===== config.mk =====
export PLATFORM = sky130hd
export DESIGN_NAME = gbc_mac
export DESIGN_NICKNAME = d
export VERILOG_FILES = /design/src/hw/rtl/gbc_pkg.sv /design/src/hw/rtl/gbc_mac.sv
export SDC_FILE = /design/constraint.sdc
export NUM_CORES = 2
export LEC_CHECK = 0
export BUFFER_PORTS_ARGS = -buffer_cell sky130_fd_sc_hd__buf_2
export CAP_MARGIN = 20
export CORE_UTILIZATION = 30
export CTS_CLUSTER_DIAMETER = 150
export CTS_CLUSTER_SIZE = 20
export DETAILED_ROUTE_END_ITERATION = 10
export GPL_ROUTABILITY_DRIVEN = 0
export PLACE_DENSITY = 0.46
export SYNTH_ARGS = -nofsm -noshare
export SYNTH_HDL_FRONTEND = slang
export SYNTH_SLANG_ARGS = --single-unit

===== constraint.sdc =====
create_clock -name clk -period 5.43 [get_ports clk]
set_clock_uncertainty 0.15 [all_clocks]
set_input_delay 0.2715 -clock clk [delete_from_list [all_inputs] [get_ports clk]]
set_output_delay 0.2715 -clock clk [all_outputs]
set_load 0.05 [all_outputs]

===== src/hw/rtl/gbc_pkg.sv =====
package gbc_pkg;

  // Frame limits and store geometry
  localparam int MAX_WIDTH   = 4096;
  localparam int MAX_HEIGHT  = 4096;
  localparam int STORED_ROWS = 8;
  localparam int HALF_TAPS   = 3;
  localparam int STORE_DEPTH = STORED_ROWS * MAX_WIDTH;
  localparam int STORE_AW    = $clog2(STORE_DEPTH);
  localparam int TAP_W       = 3;
  localparam logic [TAP_W-1:0] TAP_LAST = TAP_W'(2 * HALF_TAPS);

  localparam int DIM_W  = 13;
  localparam int POS_W  = 12;
  localparam int WARM_W = 15;
  localparam int ACC_W  = 48;
  localparam int PROD_W = 40;

  // Configuration register indexes
  localparam logic [2:0] REG_IMAGE_WIDTH  = 3'd0;
  localparam logic [2:0] REG_IMAGE_HEIGHT = 3'd1;
  localparam logic [2:0] REG_WEIGHT_CTR   = 3'd2;
  localparam logic [2:0] REG_WEIGHT_ONE   = 3'd3;
  localparam logic [2:0] REG_WEIGHT_TWO   = 3'd4;
  localparam logic [2:0] REG_WEIGHT_THREE = 3'd5;

  localparam logic [15:0] RST_WEIGHT_CTR   = 16'd26152;
  localparam logic [15:0] RST_WEIGHT_ONE   = 16'd15862;
  localparam logic [15:0] RST_WEIGHT_TWO   = 16'd3539;
  localparam logic [15:0] RST_WEIGHT_THREE = 16'd291;

  // Control from the sequencer to the multiply-accumulate unit
  typedef struct packed {
    logic clear;
    logic mul_en;
    logic acc_en;
  } mac_ctl_t;

endpackage


===== src/hw/rtl/gbc_mac.sv =====
module gbc_mac (
  input  logic              clk,
  input  gbc_pkg::mac_ctl_t ctl,
  input  logic [23:0]       px,
  input  logic [31:0]       wxy,
  output logic [7:0]        red,
  output logic [7:0]        green,
  output logic [7:0]        blue
);

  logic [gbc_pkg::PROD_W-1:0] prod_r [3];
  logic [gbc_pkg::ACC_W-1:0]  acc_r  [3];
  logic [7:0]                 res    [3];

  // Multiply each channel by the joint weight, then accumulate
  always_ff @(posedge clk) begin
    for (int i = 0; i < 3; i++) begin
      if (ctl.mul_en) begin
        prod_r[i] <= px[8*(2-i) +: 8] * wxy;
      end
      if (ctl.clear) begin
        acc_r[i] <= '0;
      end else if (ctl.acc_en) begin
        acc_r[i] <= acc_r[i] + gbc_pkg::ACC_W'(prod_r[i]);
      end
    end
  end

  // Round half up at bit 32 and saturate
  always_comb begin
    logic [gbc_pkg::ACC_W-1:0] rnd;
    for (int i = 0; i < 3; i++) begin
      rnd = acc_r[i] + gbc_pkg::ACC_W'(33'h080000000);
      res[i] = (rnd[gbc_pkg::ACC_W-1:40] != '0) ? 8'hFF : rnd[39:32];
    end
  end

  assign red   = res[0];
  assign green = res[1];
  assign blue  = res[2];

endmodule


Word level (Yosys, flattened, before mapping)
Memory sizes are Yosys's and may differ from the RTL's.
Cells that the tools add are included.
{ "totals": {"reg_bits": 0, "memories": 2, "mem_bits_rw": 264, "out_inout_bits": 24, "input_bits": 60} }
{ "classes": {"addsub": 6, "reduce_logical": 3, "multipliers": 3, "n_mux": 13, "n_bitwise": 3} }
{ "mem_list": {"columns": ["memory", "words", "width", "rd", "rd_clocked_by_memory_dff", "write_ports", "line", "rtl"], "rows": [
  ["acc_r", 3, 48, 3, 0, 3, "gbc_mac.sv:12", "logic [gbc_pkg::ACC_W-1:0] acc_r [3];"],
  ["prod_r", 3, 40, 3, 0, 3, "gbc_mac.sv:11", "logic [gbc_pkg::PROD_W-1:0] prod_r [3];"]
]} }
{ "op_table": {"columns": ["operator", "n"], "rows": [
  ["adder 48 x 32 -> 48 bit, second input constant", 3],
  ["adder 48 x 40 -> 48 bit", 3],
  ["two-way mux 48 bit", 3],
  ["multiplier 8 x 32 -> 40 bit", 3],
  ["two-way mux 8 bit", 3],
  ["nonzero test 8 bit", 3],
  ["two-way mux 1 bit", 7],
  ["OR 1 bit", 3]
]} }

Logic depth before layout (Yosys ltp)
{ "logic_depth": {"depth_word": 4, "mapped_depth": 21, "depth_no_buf": 19} }

Least setup slack after synthesis
Ideal clock, no wire load.
{ "synth_path": {"kind": "input to register", "startpoint": "input port px[10]", "endpoint": "memory prod_r[0][78] (netlist name), data pin", "required_ns": 5.015, "t_arrival_ns": 4.971, "path_stages": 19, "setup_slack_ns": 0.043, "n_path_buf": 2, "cell_sequence": "clkbuf_1 -> and2_1 -> fa_1 -> fa_1 -> fa_1 -> inv_1 -> fa_1 -> inv_1 -> ha_1 -> buf_2 -> a21o_1 -> a21o_1 -> a21o_1 -> a221o_1 -> a41o_1 -> a221oi_2 -> o21ai_2 -> nor4b_1 -> or3_1"} }
{ "synth_rtl": {"columns": ["item", "line", "rtl"], "rows": [
  ["start: declaration", "gbc_mac.sv:4", "input logic [23:0] px,"],
  ["end: declaration", "gbc_mac.sv:11", null]
]} }

==> impl_metrics.csv <==
group,metric,value,unit
status,status,"completed",
yosys,synth-main-ff-cell,"edfxtp_1",
worst_setup_path,r2r-start,"prod_r[0][41]$_DFFE_PP_",
cts,cts_max_path_buffers,3,
drt,via_per_inst,4.79,
yosys,synthTopCellsByArea,"fa_1 27%, edfxtp_1 19%, and2_1 9.7%",
timing,whs,111,ps
pwr,leakagePower,21.5,nW
drt,drt-total-wl,110,mm
cts,cts_setup_buffers,0,
yosys,yosysTopAreaCell,"fa_1",
timing,final_hold_viol_count,0,
final_layout,drive_above_1_share,0.108,
hold_path,min_path_cells,3,
worst_setup_path,cp-end-kind,"flip-flop",
drt,drt-pass1-iter-count,5,
cts,htree_levels,1,
timing,tightest_slew,1190,ps
drt,wl_per_cell,17.1,µm
cts,clock_latency,550,ps
yosys,synth-warning-count,0,
grt,grt_first_pass_wirelength,181,mm
worst_setup_path,r2r_setup_slack,1480,ps
drt,ant_nets,0,
timing,grt_setup_unrepaired,"false",
floorplanning,num_rows,134,
pwr,power_density,541,nW/µm²
place,hpwlAfterDp,90.2,mm
cts,clock-sinks,264,
yosys,synth-edff-count,264,
worst_setup_path,regToRegEndpoint,"acc_r[1][47]$_SDFFCE_PN0P_",
floorplanning,die_area,137000,µm²
yosys,yosysSeqAreaShare,0.195,
run,maxCapViolations,0,
worst_setup_path,startpoint_type,"input pin",
worst_setup_path,critPathArrivalTime,5360,ps
pwr,ir_worst_vdd,0.235,mV
grt,grt_antenna_before_repair,11,
worst_setup_path,crit_end,"prod_r[0][78]$_DFFE_PP_",
hold_path,hold_path_class,"in -> reg",
timing,setup_viol,0,
yosys,avgSynthCellArea,9.22,µm²
drt,drtIter0Drc,1838,
place,dp_slack,-448,ps
cts,cts-root-buf,"clkbuf_16",
worst_setup_path,ff2ff_path_depth,10,
floorplanning,start_util,0.304,
final_layout,utilization,0.344,
worst_setup_path,worstPathRequired,5580,ps
grt,grt_use_total,0.163,
grt,grt_max_degree,97,
cts,cts_buffers,18,
yosys,syn-cell-area,40700,µm²
final_layout,syn_to_final_growth,13.4,%
drt,route.detailed.drc,0,
floorplanning,die_h,370,µm
grt,first_global_vias,32100,
timing,slew_viol_final,0,
yosys,netlist_instances,4416,
final_layout,fin_nets,5577,
grt,grt.overflow.total,0,
floorplanning,io_pins,84,
floorplanning,fp.coreArea,134000,µm²
place,portBuffers,83,
drt,vias,30900,
yosys,async_flop_share,0,
worst_setup_path,crit_type,"in -> reg",
worst_setup_path,cp_max_fo,15,
floorplanning,die_w,370,µm
timing,maxSlewHeadroom,0.188,
yosys,yosys_register_bits,264,
worst_setup_path,crit_start,"px[10]",
cts,cts_hold_buf,0,
yosys,yosys.cell_types.count,79,
cts,clk_pin_slew,90,ps
timing,setup_ws,219,ps
timing,fmax,0.192,GHz
cts,ctsResizeCount,0,
yosys,syn_nets,5322,
timing,finalCriticalPeriod,5210,ps
timing,layout_worst_path_cycle_share,0.960,
cts,cts_tree,"built",
yosys,synth_top_area_share,0.267,
==> state kept, by name, indices dropped and copies added, names as in the netlist <==
| name | count |
|---|---|
| acc_r | 144 |
| prod_r | 120 |
==> metrics by stage <==
stage | instances | area, µm² | power, mW | setup TNS [ps]
2_1_floorplan | 4416 | 40700 | 17.2 | 0
3_3_place_gp | 6419 | 45600 | 23.5 | -9300
3_5_place_dp | 6419 | 45600 | 23.5 | -7810
4_1_cts | 6442 | 46100 | 25.1 | 0
5_1_grt | 6444 | 46100 | 27.7 | 0
6_report | 6447 | 46100 | 24.9 | 0
==> Yosys cell counts (13+ instances only) <==
cell type and count:
o21ai_0 140, o31ai_1 14, o21a_1 29, ha_1 303
inv_1 539, nor2_1 206, and3_1 41, o211ai_1 23
clkbuf_1 202, and2_1 632, nor3b_1 20, nand4_1 41
nand2_1 348, a211oi_1 26, xnor2_1 118, nand2b_1 36
a21oi_1 231, nand3_1 65, mux2i_1 13, fa_1 543
nor3_1 64, o21bai_1 37, nor2b_1 31, a21o_1 149
a31oi_1 33, xor2_1 85, edfxtp_1 264
==> worst min-delay path by stage <==
stage,startpoint,to,slack (ps)
6_report,wxy[0],prod_r[0][0]$_DFFE_PP_,110
3_3_place_gp,acc_r[1][0]$_SDFFCE_PN0P_,acc_r[1][0]$_SDFFCE_PN0P_,480
4_1_cts,wxy[0],prod_r[0][0]$_DFFE_PP_,80
3_5_place_dp,acc_r[0][0]$_SDFFCE_PN0P_,acc_r[0][0]$_SDFFCE_PN0P_,480
2_1_floorplan,ctl[1],prod_r[0][0]$_DFFE_PP_,230
5_1_grt,ctl[1],prod_r[0][118]$_DFFE_PP_,110
==> cells by family after synthesis <==
logic type	Yosys count	share of synthesized area
and+or+nand+nor	1547	0.202
buffers and inverters	748	0.0691
adders and majority gates	846	0.360
xor gates and xnor gates	203	0.0437
DFF	264	0.195
muxes	13	0.00320
AOI/OAI and AO/OA	795	0.127
==> critical path, cell delays in order <==
cell and delay, ps:
buf_2 340, and2_1 280, fa_1 440, fa_1 510, fa_1 510, inv_1 50
fa_1 470, inv_1 40, ha_1 280, a21o_1 160, a21o_1 180, a21o_1 190
a221o_1 320, a41o_1 270, a221oi_2 370, o21ai_2 130, nor4b_1 160, or3_1 340
==> cell usage in the layout (no fill, tap or decap), drive strengths merged, types with 13 or more instances in the layout <==
cell type / n
fa: 543
and3: 43
a21oi: 231
nor2: 206
nor3: 64
nand4: 41
ha: 303
nand2: 349
a211oi: 26
xor2: 85
a21o: 149
o21ai: 150
mux2i: 13
inv: 542
nand3: 65
nand2b: 36
and2: 632
edfxtp: 264
o31ai: 14
o21a: 30
o21bai: 37
clkbuf: 21
buf: 443
a31oi: 33
o211ai: 23
nor2b: 31
nor3b: 20
xnor2: 118
==> power by group <==
| group | total, mW | switching (mW) | internal (mW) |
|---|---|---|---|
| clock | 1.44 | 0.792 | 0.647 |
| combinational | 19.4 | 10.6 | 8.79 |
| sequential | 4.14 | 0.433 | 3.71 |
==> layer usage <==
| metal | track usage | routed length, µm |
|---|---|---|
| met2 | 0.245 | 46200 |
| met5 | 0 | 49 |
| met1 | 0.254 | 58800 |
| met3 | 0.0153 | 3710 |
| met4 | 0.0242 | 1270 |
==> layout make-up <==
class / count / area, µm²
fill: 13800 / 87800
multi-input combinational: 3404 / 30000
sequential: 264 / 7930
timing repair buffer: 444 / 3430
tap: 1768 / 2210
inverter: 539 / 2020
clock buffer: 20 / 479
clock inverter: 3 / 41.3
antenna: 5 / 12.5
Power figures use the tool's default switching activity.
